**src/hdl/hsv_pkg.sv**
```systemverilog
package hsv_pkg;

  localparam int unsigned RGB_W = 8;
  localparam int unsigned HUE_W = 13;
  localparam int unsigned SAT_W = 13;
  localparam int unsigned QUO_W = 13;
  localparam int unsigned REM_W = 20;
  localparam int unsigned SAT_SHIFT = 12;

  localparam int unsigned IN_TDATA_W = 24;
  localparam int unsigned OUT_TDATA_W = 40;

  localparam logic [9:0] HUE_SEXTANT = 10'd960;
  localparam logic [HUE_W-1:0] HUE_CIRCLE = 13'd5760;
  localparam logic [HUE_W-1:0] HUE_RED_BASE = 13'd0;
  localparam logic [HUE_W-1:0] HUE_GREEN_BASE = 13'd1920;
  localparam logic [HUE_W-1:0] HUE_BLUE_BASE = 13'd3840;

  typedef struct packed {
    logic [REM_W-1:0] hue_rem;
    logic [RGB_W-1:0] hue_den;
    logic [QUO_W-1:0] hue_quo;
    logic             hue_neg;
    logic [HUE_W-1:0] hue_base;
    logic [REM_W-1:0] sat_rem;
    logic [RGB_W-1:0] sat_den;
    logic [QUO_W-1:0] sat_quo;
    logic [RGB_W-1:0] value;
  } hsv_cell_t;

endpackage

```
**src/hdl/hsv_front.sv**
```systemverilog
module hsv_front (
  input  logic                      clk_i,
  input  logic                      rst_ni,
  input  logic                      valid_i,
  output logic                      ready_o,
  input  logic [hsv_pkg::RGB_W-1:0] red_i,
  input  logic [hsv_pkg::RGB_W-1:0] green_i,
  input  logic [hsv_pkg::RGB_W-1:0] blue_i,
  output logic                      valid_o,
  input  logic                      ready_i,
  output hsv_pkg::hsv_cell_t        data_o
);
  import hsv_pkg::*;

  logic             valid_q, valid_d;
  hsv_cell_t        data_q, data_d;
  logic [RGB_W-1:0] mx, mn, d, mag;
  logic             neg;
  logic [17:0]      hue_num;

  assign ready_o = !valid_q || ready_i;

  always_comb begin
    mn = red_i;
    if (green_i < mn) mn = green_i;
    if (blue_i < mn) mn = blue_i;
    mx = red_i;
    if (green_i > mx) mx = green_i;
    if (blue_i > mx) mx = blue_i;
    d = mx - mn;

    data_d = '0;
    // ties go to red first, then green
    if (mx == red_i) begin
      neg = green_i < blue_i;
      mag = neg ? blue_i - green_i : green_i - blue_i;
      data_d.hue_base = neg ? HUE_CIRCLE : HUE_RED_BASE;
    end else if (mx == green_i) begin
      neg = blue_i < red_i;
      mag = neg ? red_i - blue_i : blue_i - red_i;
      data_d.hue_base = HUE_GREEN_BASE;
    end else begin
      neg = red_i < green_i;
      mag = neg ? green_i - red_i : red_i - green_i;
      data_d.hue_base = HUE_BLUE_BASE;
    end

    hue_num = 18'(mag) * 18'(HUE_SEXTANT);
    data_d.hue_rem = REM_W'(hue_num);
    data_d.hue_den = (d == '0) ? RGB_W'(1) : d;
    data_d.hue_neg = neg;
    data_d.sat_rem = REM_W'(d) << SAT_SHIFT;
    data_d.sat_den = (mx == '0) ? RGB_W'(1) : mx;
    data_d.value = mx;

    valid_d = ready_o ? valid_i : valid_q;
  end

  always_ff @(posedge clk_i or negedge rst_ni) begin
    if (!rst_ni) begin
      valid_q <= 1'b0;
    end else begin
      valid_q <= valid_d;
    end
  end

  always_ff @(posedge clk_i) begin
    if (valid_i && ready_o) begin
      data_q <= data_d;
    end
  end

  assign valid_o = valid_q;
  assign data_o = data_q;

endmodule

```
**src/hdl/hsv_div_cell.sv**
```systemverilog
module hsv_div_cell #(
  parameter int unsigned SHIFT = 0
) (
  input  logic               clk_i,
  input  logic               rst_ni,
  input  logic               valid_i,
  output logic               ready_o,
  input  hsv_pkg::hsv_cell_t data_i,
  output logic               valid_o,
  input  logic               ready_i,
  output hsv_pkg::hsv_cell_t data_o
);
  import hsv_pkg::*;

  logic             valid_q, valid_d;
  hsv_cell_t        data_q, data_d;
  logic [REM_W-1:0] hue_div, sat_div;

  assign ready_o = !valid_q || ready_i;
  assign hue_div = REM_W'(data_i.hue_den) << SHIFT;
  assign sat_div = REM_W'(data_i.sat_den) << SHIFT;

  always_comb begin
    data_d = data_i;
    if (data_i.hue_rem >= hue_div) begin
      data_d.hue_rem = data_i.hue_rem - hue_div;
      data_d.hue_quo[SHIFT] = 1'b1;
    end
    if (data_i.sat_rem >= sat_div) begin
      data_d.sat_rem = data_i.sat_rem - sat_div;
      data_d.sat_quo[SHIFT] = 1'b1;
    end
    valid_d = ready_o ? valid_i : valid_q;
  end

  always_ff @(posedge clk_i or negedge rst_ni) begin
    if (!rst_ni) begin
      valid_q <= 1'b0;
    end else begin
      valid_q <= valid_d;
    end
  end

  always_ff @(posedge clk_i) begin
    if (valid_i && ready_o) begin
      data_q <= data_d;
    end
  end

  assign valid_o = valid_q;
  assign data_o = data_q;

endmodule

```
**src/hdl/hsv_tail.sv**
```systemverilog
module hsv_tail (
  input  logic                      clk_i,
  input  logic                      rst_ni,
  input  logic                      valid_i,
  output logic                      ready_o,
  input  hsv_pkg::hsv_cell_t        data_i,
  output logic                      valid_o,
  input  logic                      ready_i,
  output logic [hsv_pkg::HUE_W-1:0] hue_o,
  output logic [hsv_pkg::SAT_W-1:0] sat_o,
  output logic [hsv_pkg::RGB_W-1:0] value_o
);
  import hsv_pkg::*;

  logic             valid_q, valid_d;
  logic [HUE_W-1:0] hue_q, hue_d, quo_ceil;
  logic [SAT_W-1:0] sat_q;
  logic [RGB_W-1:0] value_q;

  assign ready_o = !valid_q || ready_i;

  always_comb begin
    // negative terms floor towards minus infinity: subtract the ceiling
    quo_ceil = HUE_W'(data_i.hue_quo) + HUE_W'(data_i.hue_rem != '0);
    hue_d = data_i.hue_neg ? data_i.hue_base - quo_ceil
                           : data_i.hue_base + HUE_W'(data_i.hue_quo);
    valid_d = ready_o ? valid_i : valid_q;
  end

  always_ff @(posedge clk_i or negedge rst_ni) begin
    if (!rst_ni) begin
      valid_q <= 1'b0;
    end else begin
      valid_q <= valid_d;
    end
  end

  always_ff @(posedge clk_i) begin
    if (valid_i && ready_o) begin
      hue_q <= hue_d;
      sat_q <= SAT_W'(data_i.sat_quo);
      value_q <= data_i.value;
    end
  end

  assign valid_o = valid_q;
  assign hue_o = hue_q;
  assign sat_o = sat_q;
  assign value_o = value_q;

endmodule

```
**src/hdl/rgb_to_hsv_converter.sv**
```systemverilog
// RGB to HSV converter for pixel streams. One pixel word in, one HSV word out,
// a new pixel accepted in every clock cycle unless the output stalls. An input
// stage finds max, min and the hue sextant, a chain of 13 divider cells works
// out one quotient bit each for hue and saturation, and an output register
// applies the hue base and the floor correction. Hue is in 1/16 degree
// (0..5759), saturation is Q12 (0..4096), value is the largest component.
// Each stage holds its word under back-pressure and fills bubbles ahead of it.
module rgb_to_hsv_converter (
  input  logic                            clk_i,
  input  logic                            rst_ni,
  input  logic                            s_axis_tvalid,
  output logic                            s_axis_tready,
  // [7:0] red, [15:8] green, [23:16] blue
  input  logic [hsv_pkg::IN_TDATA_W-1:0]  s_axis_tdata,
  output logic                            m_axis_tvalid,
  input  logic                            m_axis_tready,
  // [12:0] hue, [25:13] saturation, [33:26] brightness, [39:34] zero
  output logic [hsv_pkg::OUT_TDATA_W-1:0] m_axis_tdata
);
  import hsv_pkg::*;

  logic      valid_c [QUO_W+1];
  logic      ready_c [QUO_W+1];
  hsv_cell_t data_c  [QUO_W+1];

  logic [HUE_W-1:0] hue;
  logic [SAT_W-1:0] sat;
  logic [RGB_W-1:0] value;

  hsv_front u_front (
    .clk_i   (clk_i),
    .rst_ni  (rst_ni),
    .valid_i (s_axis_tvalid),
    .ready_o (s_axis_tready),
    .red_i   (s_axis_tdata[7:0]),
    .green_i (s_axis_tdata[15:8]),
    .blue_i  (s_axis_tdata[23:16]),
    .valid_o (valid_c[0]),
    .ready_i (ready_c[0]),
    .data_o  (data_c[0])
  );

  for (genvar i = 0; i < QUO_W; i++) begin : g_cell
    hsv_div_cell #(
      .SHIFT (QUO_W - 1 - i)
    ) u_cell (
      .clk_i   (clk_i),
      .rst_ni  (rst_ni),
      .valid_i (valid_c[i]),
      .ready_o (ready_c[i]),
      .data_i  (data_c[i]),
      .valid_o (valid_c[i+1]),
      .ready_i (ready_c[i+1]),
      .data_o  (data_c[i+1])
    );
  end

  hsv_tail u_tail (
    .clk_i   (clk_i),
    .rst_ni  (rst_ni),
    .valid_i (valid_c[QUO_W]),
    .ready_o (ready_c[QUO_W]),
    .data_i  (data_c[QUO_W]),
    .valid_o (m_axis_tvalid),
    .ready_i (m_axis_tready),
    .hue_o   (hue),
    .sat_o   (sat),
    .value_o (value)
  );

  assign m_axis_tdata = {6'b0, value, sat, hue};

endmodule

```
**config.mk**
```make
export PLATFORM = sky130hd
export DESIGN_NAME = rgb_to_hsv_converter
export DESIGN_NICKNAME = d
export VERILOG_FILES = /design/src/hdl/hsv_pkg.sv /design/src/hdl/hsv_front.sv /design/src/hdl/hsv_div_cell.sv /design/src/hdl/hsv_tail.sv /design/src/hdl/rgb_to_hsv_converter.sv
export SDC_FILE = /design/constraint.sdc
export NUM_CORES = 2
export LEC_CHECK = 0
export BUFFER_PORTS_ARGS = -buffer_cell sky130_fd_sc_hd__buf_2
export CORE_MARGIN = 2
export CORE_UTILIZATION = 40
export CTS_BUF_LIST = sky130_fd_sc_hd__clkbuf_4 sky130_fd_sc_hd__clkbuf_8
export CTS_CLUSTER_DIAMETER = 100
export DETAILED_ROUTE_END_ITERATION = 10
export PLACE_DENSITY = 0.57
export SLEW_MARGIN = 20
export SYNTH_ARGS = -nofsm -noshare
export SYNTH_HDL_FRONTEND = slang
export SYNTH_HIERARCHICAL = 1
export SYNTH_SLANG_ARGS = --single-unit
```
**constraint.sdc**
```tcl
create_clock -name clk_i -period 5.7 [get_ports clk_i]
set_clock_uncertainty 0.1 [all_clocks]
set_input_delay 1.14 -clock clk_i [delete_from_list [all_inputs] [get_ports clk_i]]
set_output_delay 1.14 -clock clk_i [all_outputs]
set_load 0.01 [all_outputs]
```
==> flow_metrics.env <==
export IMPL_wl_um=130000
export IMPL_die_x_um=410
export IMPL_die_area_mm2=0.168
export IMPL_grt_pass1_wl_um=206000
export IMPL_ctsHtreeMaxLevel=4
export IMPL_violations="negative setup slack"
export IMPL_dr_wl_met3_um=4330
export IMPL_nFillCells=14400
export IMPL_clk_latency_ps=930
export IMPL_path_clk_slew_ps=60
export IMPL_grt_antenna_before_repair=2
export IMPL_synthCells=4624
export IMPL_p_leak_nw=28.4
export IMPL_critPathSlowestCell="fa_1"
export IMPL_cts_sinks=1415
export IMPL_period_share_pct=121
export IMPL_maxCapViolations=0
export IMPL_syn_cell_area_mm2=0.0658
export IMPL_crit_arrival_ps=7460
export IMPL_hold_viol=0
export IMPL_chipHeight_um=410
export IMPL_p_sw_share_pct=32.8
export IMPL_crit_top_cell="a21oi_2"
export IMPL_grt_pass1_vias=37900
export IMPL_cts_root_buf="clkbuf_8"
export IMPL_ys_warn_count=6
export IMPL_hp_class="reg -> reg"
export IMPL_portBuffers=63
export IMPL_clkPwrFrac_pct=22.8
export IMPL_switchingPower_w=0.0125
export IMPL_required_ps=6280
export IMPL_fin_crit_ps=6880
export IMPL_start_kind="input port"
export IMPL_status="finished with violations"
export IMPL_pre_cts_ws_ps=-2360
export IMPL_wl_met1_um=52600
export IMPL_worst_pin_slew_ps=1010
export IMPL_io_pins=70
export IMPL_final_max_slew_viol_count=0
export IMPL_maxSlewHeadroom_pct=32.0
export IMPL_avgSynthCellArea_um2=14.2
export IMPL_track_usage_pct=15.6
export IMPL_vdd_ir_drop_max_mv=0.313
export IMPL_viasPerCell=4.94
export IMPL_crit_type="in -> reg"
export IMPL_final_antenna_net_count=0
export IMPL_initialDrtViolationCount=2041
export IMPL_combPwrFrac_pct=34.4
export IMPL_cts_buffer_depth=3
export IMPL_power_density_mw_per_mm2=505
export IMPL_endpoint_kind="register"
export IMPL_cts_buffers=225
export IMPL_path_max_fanout=6
export IMPL_rsz0062_at_grt="true"
export IMPL_finalWorstSetupSlack_ps=-1180
export IMPL_grt_start_max_net_pins=77
export IMPL_dr_wl_met2_um=68200
export IMPL_firstDrtPassIters=5
export IMPL_p_seq_share_pct=42.8
export IMPL_setup_viol=9
export IMPL_core_region_area_mm2=0.163
export IMPL_setup_tns_ps=-6960
export IMPL_num_vias=36900
export IMPL_drc=0
export IMPL_fmax_mhz=145
export IMPL_top_layer="met5"
export IMPL_totalPowerFinal_w=0.0381
export IMPL_grt_ovfl_total=0
export IMPL_hpwl_um=97500
export IMPL_avgRoutedWirePerCell_um=17.4
export IMPL_initial_utilization_pct=40.4
export IMPL_intPower_w=0.0256
export IMPL_area_growth_syn_to_layout_pct=14.6
export IMPL_gp_congestion=0.888
export IMPL_finalNetCount=5514
export IMPL_row_count=148
export IMPL_crit_path_max_incr_delay_ps=560
export IMPL_cts_tree="yes"
export IMPL_drive_gt1_share_pct=19.0
[cells in the final DEF (no fill, tap or decap), types with 19 or more instances in the layout]
| cell type | instances |
|---|---|
| a211oi_1 | 42 |
| a21boi_0 | 19 |
| a21o_1 | 82 |
| a21oi_1 | 207 |
| a21oi_2 | 27 |
| a31oi_1 | 25 |
| buf_2 | 61 |
| buf_4 | 247 |
| clkbuf_4 | 58 |
| clkbuf_8 | 227 |
| clkinv_1 | 71 |
| clkinv_2 | 31 |
| conb_1 | 59 |
| edfxtp_1 | 1400 |
| fa_1 | 44 |
| ha_1 | 318 |
| inv_1 | 374 |
| mux2_2 | 50 |
| mux2_4 | 34 |
| mux2i_1 | 41 |
| nand2_1 | 194 |
| nand2b_1 | 101 |
| nand3_1 | 48 |
| nand4_1 | 35 |
| nor2_1 | 208 |
| nor2b_1 | 43 |
| nor3_1 | 59 |
| nor4_1 | 51 |
| o211ai_1 | 30 |
| o21a_1 | 29 |
| o21ai_0 | 164 |
| o21ai_1 | 22 |
| or3_1 | 32 |
| or4_1 | 26 |
| xnor2_1 | 168 |
| xor2_1 | 115 |
[sequential cells by signal (all words and copies together) (netlist names)]
signal and count:
g_cell.u_cell/valid_o 13, g_cell.u_cell/data_o 1316, u_tail/value_o 8, u_tail/hue_o 13, u_front/data_o 50, u_tail/valid_o 1
u_front/valid_o 1, u_tail/sat_o 13
[worst max-delay path: cells and delay by family]
kind,cells,cell delay [ps]
muxes,1,170
AOI/OAI and AO/OA,14,2600
xor gates and xnor gates,1,70
buffers and inverters,6,550
adders and majority gates,6,1930
and+or+nand+nor,8,990
[path summary, 6_finish.rpt]
kind                                                          to                                    from  slack, ps  cells past startpoint
setup / recovery                   u_front/data_o[101]$_DFFE_PP_                         s_axis_tdata[8]      -1180                     36
hold / removal             g_cell[9].u_cell/data_o[65]$_DFFE_PP_   g_cell[8].u_cell/data_o[65]$_DFFE_PP_        300                      0
setup reg to reg                      u_tail/hue_o[12]$_DFFE_PP_  g_cell[12].u_cell/data_o[94]$_DFFE_PP_       1690                     14
hold reg to reg            g_cell[9].u_cell/data_o[65]$_DFFE_PP_   g_cell[8].u_cell/data_o[65]$_DFFE_PP_        300                      0
max in group asynchronous  g_cell[12].u_cell/valid_o$_DFFE_PN0N_                                  rst_ni       4540                      2
min in group asynchronous            u_front/valid_o$_DFFE_PN0N_                                  rst_ni        600                      2
[per-layer routing]
layer | GRT usage (%) | vias to the layer above
met5 | 0 | -
met4 | 7.16 | 2
met3 | 2.72 | 270
met2 | 28.6 | 637
met1 | 17.6 | 17700
li1 | - | 18300
[power by group through the flow]
stage                     Combinational (W)  Clock, W  Sequential (W)
after detailed placement             0.0130         0          0.0166
after CTS                            0.0131   0.00901          0.0164
after floorplan                     0.00962         0          0.0161
after global placement               0.0128         0          0.0166
final                                0.0131   0.00868          0.0163
after global routing                 0.0146   0.00944          0.0166
[area by class of cell]
cell class	instances	area [µm²]	share of cell area [%]
clock inverter	131	1070	1.41
antenna	1	2.50	0.00332
clock buffer	285	3560	4.72
inverter	383	1450	1.92
timing repair buffer	326	2450	3.25
multi-input combinational	2764	21800	28.9
sequential	1415	42400	56.2
tap	2175	2720	3.61
[metrics by stage]
stage	cells	util [%]	hold slack [ps]	area [µm²]
detailed placement	7047	43.2	305	70500
floorplan	4681	-	300	66300
global placement	7047	43.2	301	70500
finish	7480	46.3	296	75500
global route	7480	46.3	307	75500
CTS	7473	46.2	251	75300
[repair_timing]
| item | in CTS | in global routing |
|---|---|---|
| setup endpoints to repair | 10 | 14 |
| hold buffers | 1 | 0 |
| pin swaps | 27 | 10 |
| hold endpoints to repair | 15 | 0 |
| buffers inserted | 9 | 7 |
| resized for setup | 37 | 21 |
| gates cloned | 1 | 1 |
Power figures use the tool's default switching activity.
